## config.mk

```make
export PLATFORM = sky130hd
export DESIGN_NAME = mavg_ctrl
export DESIGN_NICKNAME = d
export VERILOG_FILES = /design/src/mavg_pkg.sv /design/src/mavg_ctrl.sv
export SDC_FILE = /design/constraint.sdc
export NUM_CORES = 1
export LEC_CHECK = 0
export BUFFER_PORTS_ARGS = -buffer_cell sky130_fd_sc_hd__buf_4
export CORE_AREA = 2 2 39 41
export DETAILED_ROUTE_END_ITERATION = 6
export DIE_AREA = 0 0 41 43
export SYNTH_ARGS = -nofsm -noshare
export SYNTH_HDL_FRONTEND = slang
export SYNTH_SLANG_ARGS = --single-unit
```

## constraint.sdc

```tcl
create_clock -name clk -period 1.1 [get_ports clk]
set_input_delay 0.165 -clock clk [delete_from_list [all_inputs] [get_ports clk]]
set_output_delay 0.165 -clock clk [all_outputs]
set_load 0.005 [all_outputs]
```

## src/mavg_pkg.sv

```systemverilog
// Shared types and constants for the moving-average filter.
// Used by the controller, the datapath and the divider; depends on nothing.
package mavg_pkg;

  // Fixed field widths
  localparam int SAMPLE_W  = 16;
  localparam int TAP_CFG_W = 11;
  localparam int TAP_RESET = 8;
  localparam int TAP_MIN   = 2;

  localparam logic signed [SAMPLE_W-1:0] SAMPLE_MAX = 16'sh7fff;
  localparam logic signed [SAMPLE_W-1:0] SAMPLE_MIN = 16'sh8000;

  // Controller states
  typedef enum logic [2:0] {
    ST_IDLE,
    ST_READ,
    ST_DIV_START,
    ST_DIV,
    ST_SCAN_START,
    ST_SCAN,
    ST_SCAN_FINISH
  } mavg_state_t;

  // Controller to datapath commands
  typedef struct packed {
    logic take_in;      // latch request sample, read leaving entry
    logic update;       // update running sum, write history
    logic div_start;    // start divide of running sum by tap count
    logic load_out;     // load quotient into output register
    logic scan_clear;   // reset recompute accumulator and age counter
    logic scan_rd;      // read next history entry for recompute
    logic scan_finish;  // move accumulator into running sum
  } mavg_cmd_t;

  // Datapath to controller status
  typedef struct packed {
    logic div_done;
    logic scan_last;
  } mavg_status_t;

endpackage

```

## src/mavg_ctrl.sv

```systemverilog
// Controller state machine: sequences sample requests, the divide and the
// sum recompute after a tap count write. Depends on mavg_pkg.
module mavg_ctrl
  import mavg_pkg::*;
(
  input  logic         clk,
  input  logic         rst,
  input  logic         sample_valid,
  output logic         sample_stall,
  input  logic         tap_count_we,
  output logic         filtered_sample_valid,
  input  logic         filtered_sample_stall,
  input  mavg_status_t status,
  output mavg_cmd_t    cmd
);

  mavg_state_t state;
  mavg_state_t state_next;
  logic        out_free;

  assign out_free     = !filtered_sample_valid || !filtered_sample_stall;
  // A tap count write also holds off a request in its own cycle
  assign sample_stall = (state != ST_IDLE) || tap_count_we;

  // State register
  always_ff @(posedge clk) begin
    if (rst) begin
      state <= ST_IDLE;
    end else begin
      state <= state_next;
    end
  end

  // Output valid flag
  always_ff @(posedge clk) begin
    if (rst) begin
      filtered_sample_valid <= 1'b0;
    end else if (cmd.load_out) begin
      filtered_sample_valid <= 1'b1;
    end else if (!filtered_sample_stall) begin
      filtered_sample_valid <= 1'b0;
    end
  end

  // Next state and commands
  always_comb begin
    state_next = state;
    cmd        = '0;
    case (state)
      ST_IDLE: begin
        if (sample_valid) begin
          cmd.take_in = 1'b1;
          state_next  = ST_READ;
        end
      end
      ST_READ: begin
        cmd.update = 1'b1;
        state_next = ST_DIV_START;
      end
      ST_DIV_START: begin
        cmd.div_start = 1'b1;
        state_next    = ST_DIV;
      end
      ST_DIV: begin
        if (status.div_done && out_free) begin
          cmd.load_out = 1'b1;
          state_next   = ST_IDLE;
        end
      end
      ST_SCAN_START: begin
        cmd.scan_clear = 1'b1;
        state_next     = ST_SCAN;
      end
      ST_SCAN: begin
        cmd.scan_rd = 1'b1;
        if (status.scan_last) begin
          state_next = ST_SCAN_FINISH;
        end
      end
      ST_SCAN_FINISH: begin
        cmd.scan_finish = 1'b1;
        state_next      = ST_IDLE;
      end
      default: begin
        state_next = ST_IDLE;
      end
    endcase
    // A tap count write restarts the sum recompute
    if (tap_count_we) begin
      cmd        = '0;
      state_next = ST_SCAN_START;
    end
  end

endmodule

```

== Word level (Yosys, flattened, before mapping) ==
Index checks and enable logic that the tools add are counted.

* Equality and inequality tests: 13
* Muxes and demuxes: 17
* Reductions and logical operators: 10

{| class="wikitable"
|+ Operators by type and width
! operator !! number
|-
| $pmux W3 S6 || 1
|-
| $mux W3 || 4
|-
| $mux W1 || 11
|-
| $eq A3 B3 Y1 const B || 3
|-
| $ne A3 B3 Y1 const B || 3
|-
| $mux W7 || 1
|-
| $eq A3 B2 Y1 const B || 2
|-
| $ne A2 B2 Y1 const B || 3
|-
| $reduce_and A3 Y1 || 2
|-
| $eq A3 B1 Y1 const B || 1
|-
| $logic_not A3 Y1 || 1
|-
| $reduce_bool A3 Y1 || 1
|-
| $logic_not A1 Y1 || 2
|-
| $logic_or A1 B1 Y1 || 2
|-
| $ne A2 B1 Y1 const B || 1
|-
| $reduce_or A2 Y1 || 1
|-
| $logic_and A1 B1 Y1 || 1
|}

* Register bits: 4
* Input bits: 7
* Logic and storage cells: 43

== Longest topological paths before layout ==
* Depth in word-level cells: 7
* Mapped depth: 4
* Mapped depth without buffers: 3

== Worst setup path before layout ==
Ideal clock, no wire load.

* Kind: reg2reg
* From: register state[0]
* To: register state[1]
* Library setup time: 0.073 ns
* Arrival: 0.890 ns
* Data required time: 1.027 ns
* Slack: 0.137 ns
* Stages on the path, launching flop included: 4
* Cell sequence: dfxtp_1 -> and3_1 -> a211o_1 -> nor3_2

* Longest elaborated chain between the ends: 3

{| class="wikitable"
|+ Ends and longest elaborated chain
! element !! line !! RTL
|-
| start, declared || mavg_ctrl.sv:17 || <nowiki>mavg_state_t state;</nowiki>
|-
| start signal, assigned || mavg_ctrl.sv:30 || <nowiki>state <= state_next;</nowiki>
|-
| $eq A3 B2 Y1, or another cell as far along || mavg_ctrl.sv:49 || <nowiki>case (state)</nowiki>
|-
| $ne A2 B2 Y1 (no source line) || - ||
|-
| $reduce_and A3 Y1 (no source line) || - ||
|}

Parallel ways exist; a longest one is shown, timed or not.
A chain may end at the register's enable or synchronous reset.

==> out/qor.txt <==
clock edge transition at the registers on the reported setup and hold paths: 0.04 ns
outcome: finished, violations left
Net Count, Synth: 40
most utilized layer in the global route result: met2
core utilization of the finished layout: 0.329
Post-Route Setup TNS: -0.451 ns
met3 Usage GRT: 0.0366
Worst Setup End Kind: output port
violated checks: setup timing
distinct cell type count of the synthesized netlist: 13
Antenna Cells: 0
Period Utilization, post-route: 1.12
fraction of post-synthesis cell area in the top cell type by area: 0.340
number of instances on the worst hold path: 2
final weighted congestion of routability-driven global placement: 0.720
tightest slew margin relative to the limit: 0.838
number of antenna violations at the first check in global routing: 0
worst min-delay path category: in -> reg
Cell Pwr Density: 936 nW/um^2
sequential-to-total area share from yosys stat: 0.340
Setup-failing EPs final: 9
DR WL/cell: 9.59 um
Total Nets Final: 61
LEAKAGE: 0.000208 uW
DR vias: 300
number of buffers added by the clock tree synthesis step: 3
wire length of the first global-routing pass: 1.02 mm
startpoint kind of the worst setup timing path: register
critical path type: reg -> out
Pwr Total: 426 uW
met1 usage in global routing: 0.100
sequential cell area: 91.3 um^2
cell area after synthesis: 235 um^2
instance count on the critical path: 4
DRC viols: 0
drt first-iter violations: 0
starting density of the core: 0.170
total global routing track utilization: 0.0905
Initial DRT Pass Iterations: 1
maximum clock rate: 812 MHz
number of global-route vias before repair: 275
total detailed-routing wirelength: 652 um
total count of max-transition violations in the final report: 0
layout cell share with drive strength beyond 1: 0.615
Worst EP arrival: 1.07 ns
area of the multi-input gates: 190 um^2
worst endpoint required time: 0.94 ns
total overflow reported by the global router: 0
number of max-cap violations: 0
pin slew with the least headroom to its limit: 0.240 ns
Die Footprint: 1760 um^2
CP Cell Sequence: and3_4 > nand2_4 > a21oi_2 > buf_4
number of hold violations in the final report: 0
number of synthesized register bits: 4
post-layout min period: 1.23 ns
final clock skew: 0.00250 ns
TritonCTS sink count: 4
count of H-tree levels built during CTS: 1
family with the most delay on the worst path: flip-flops
count of pins on the block boundary: 16
count of mapped cells out of synthesis: 33
die outline width: 41 um
RSZ-0062 raised after global routing: yes
TritonCTS clock tree: yes
maximum number of pins on one net before global-route repair: 8
post-detailed-route via-to-cell ratio: 4.41
top cells by area in the synthesized netlist: sky130_fd_sc_hd__dfxtp_1 34%, sky130_fd_sc_hd__nor2_1 9.6%, sky130_fd_sc_hd__a21oi_1 8.5%
average cell area after synthesis: 7.13 um^2
maximum count of clock buffers along a single path: 2
chip height: 43 um
Worst Reg2Reg Path Length in Cells: 3
Site Rows: 14
number of filler cells placed in the layout: 151
number of port buffers: 15
Worst Path Buf+Inv: 1
count of antenna-violating nets left after detailed routing: 0
crit path max fanout: 6
highest-delay cell along the critical path: sky130_fd_sc_hd__dfxtp_4
root buffer cell: sky130_fd_sc_hd__clkbuf_4
worst skew pair latency: 0.23 ns
most area-hungry cell type in the Yosys netlist: sky130_fd_sc_hd__dfxtp_1
Warnings, synthesis: 0
signed area change from the synthesized netlist to the final layout: 93.6%
slack of the critical path: -0.131 ns
HPWL after detailed placement: 516 um
area of the core: 1380 um^2
GRT met2 Usage: 0.125
worst ir drop on vdd: 398 uV
slowest stage delay, CP: 0.38 ns
==> per-stage QoR <==
stage	setup WS [ns]	hold WS, ns	cell area, um^2	std cells
finish	-0.131	0.106	455	68
global route	-0.172	0.106	455	68
CTS	-0.148	0.0978	438	68
detailed placement	0.00630	0.347	370	64
global placement	0.0173	0.350	370	64
floorplan	0.137	0.234	235	33
==> sequential cells by signal (all words and copies together) (netlist names) <==
signal and cells:
state 3, filtered_sample_valid 1
==> Yosys cell counts <==
cell	number
sky130_fd_sc_hd__and3_1	2
sky130_fd_sc_hd__inv_1	1
sky130_fd_sc_hd__nor3_2	1
sky130_fd_sc_hd__nor2_1	6
sky130_fd_sc_hd__dfxtp_1	4
sky130_fd_sc_hd__a21boi_0	1
sky130_fd_sc_hd__nand2b_1	3
sky130_fd_sc_hd__a21oi_1	4
sky130_fd_sc_hd__or2b_1	1
sky130_fd_sc_hd__nor3_1	3
sky130_fd_sc_hd__a211o_1	2
sky130_fd_sc_hd__nand2_1	4
sky130_fd_sc_hd__buf_2	1
==> area by class of cell <==
class	count	share of cell area
inverter	1	0.00824
clock buffer	3	0.0495
tap	16	0.0440
sequential	4	0.201
multi-input combinational	27	0.418
timing repair buffer	17	0.280
==> report_power, final <==
group	internal (uW)	switching, uW
Combinational	51.6	39.4
Clock	122	53.1
Sequential	149	11.1
Total	322	104
==> final timing paths <==
path | start | to | slack (ns)
min reg2reg | filtered_sample_valid | filtered_sample_valid | 0.51
max | state[0] | cmd[3] | -0.13
min | rst | filtered_sample_valid | 0.11
max reg2reg | state[0] | state[1] | -0.01
==> what timing repair did <==
item                                   in CTS  in global routing
resized for setup                          13                  4
gates cloned                                0                  0
hold buffers                                0                  0
endpoints found under the hold margin       0                  0
pin swaps                                   2                  5
setup buffers                               1                  0
setup endpoints to repair                   8                  9
==> cell families after synthesis <==
group                  Yosys count  share of synthesized area
and+or+nand+nor                 20                      0.431
AOI/OAI and AO/OA                7                      0.192
DFF                              4                      0.340
buffers and inverters            2                     0.0372
==> layer usage <==
metal	up-vias	share of wire
met5	-	0
met4	0	0
met3	0	0.055
met2	8	0.56
met1	140	0.38
li1	152	-
==> cell usage in the layout (no fill, tap or decap) <==
master	synthesis	final
sky130_fd_sc_hd__nor2_1	6	4
sky130_fd_sc_hd__nand2_1	4	2
sky130_fd_sc_hd__dfxtp_1	4	1
sky130_fd_sc_hd__a211o_1	2	2
sky130_fd_sc_hd__nand2_4	0	1
sky130_fd_sc_hd__or2b_1	1	1
sky130_fd_sc_hd__buf_4	0	17
sky130_fd_sc_hd__nor3_2	1	3
sky130_fd_sc_hd__a21oi_1	4	3
sky130_fd_sc_hd__nand2b_1	3	3
sky130_fd_sc_hd__and3_1	2	1
sky130_fd_sc_hd__clkbuf_4	0	3
sky130_fd_sc_hd__a21boi_0	1	1
sky130_fd_sc_hd__nand2_2	0	1
sky130_fd_sc_hd__and3_4	0	1
sky130_fd_sc_hd__a21oi_2	0	1
sky130_fd_sc_hd__dfxtp_4	0	3
sky130_fd_sc_hd__nor3_1	3	1
sky130_fd_sc_hd__inv_1	1	1
sky130_fd_sc_hd__nor2_4	0	2
Power figures use the tool's default switching activity.
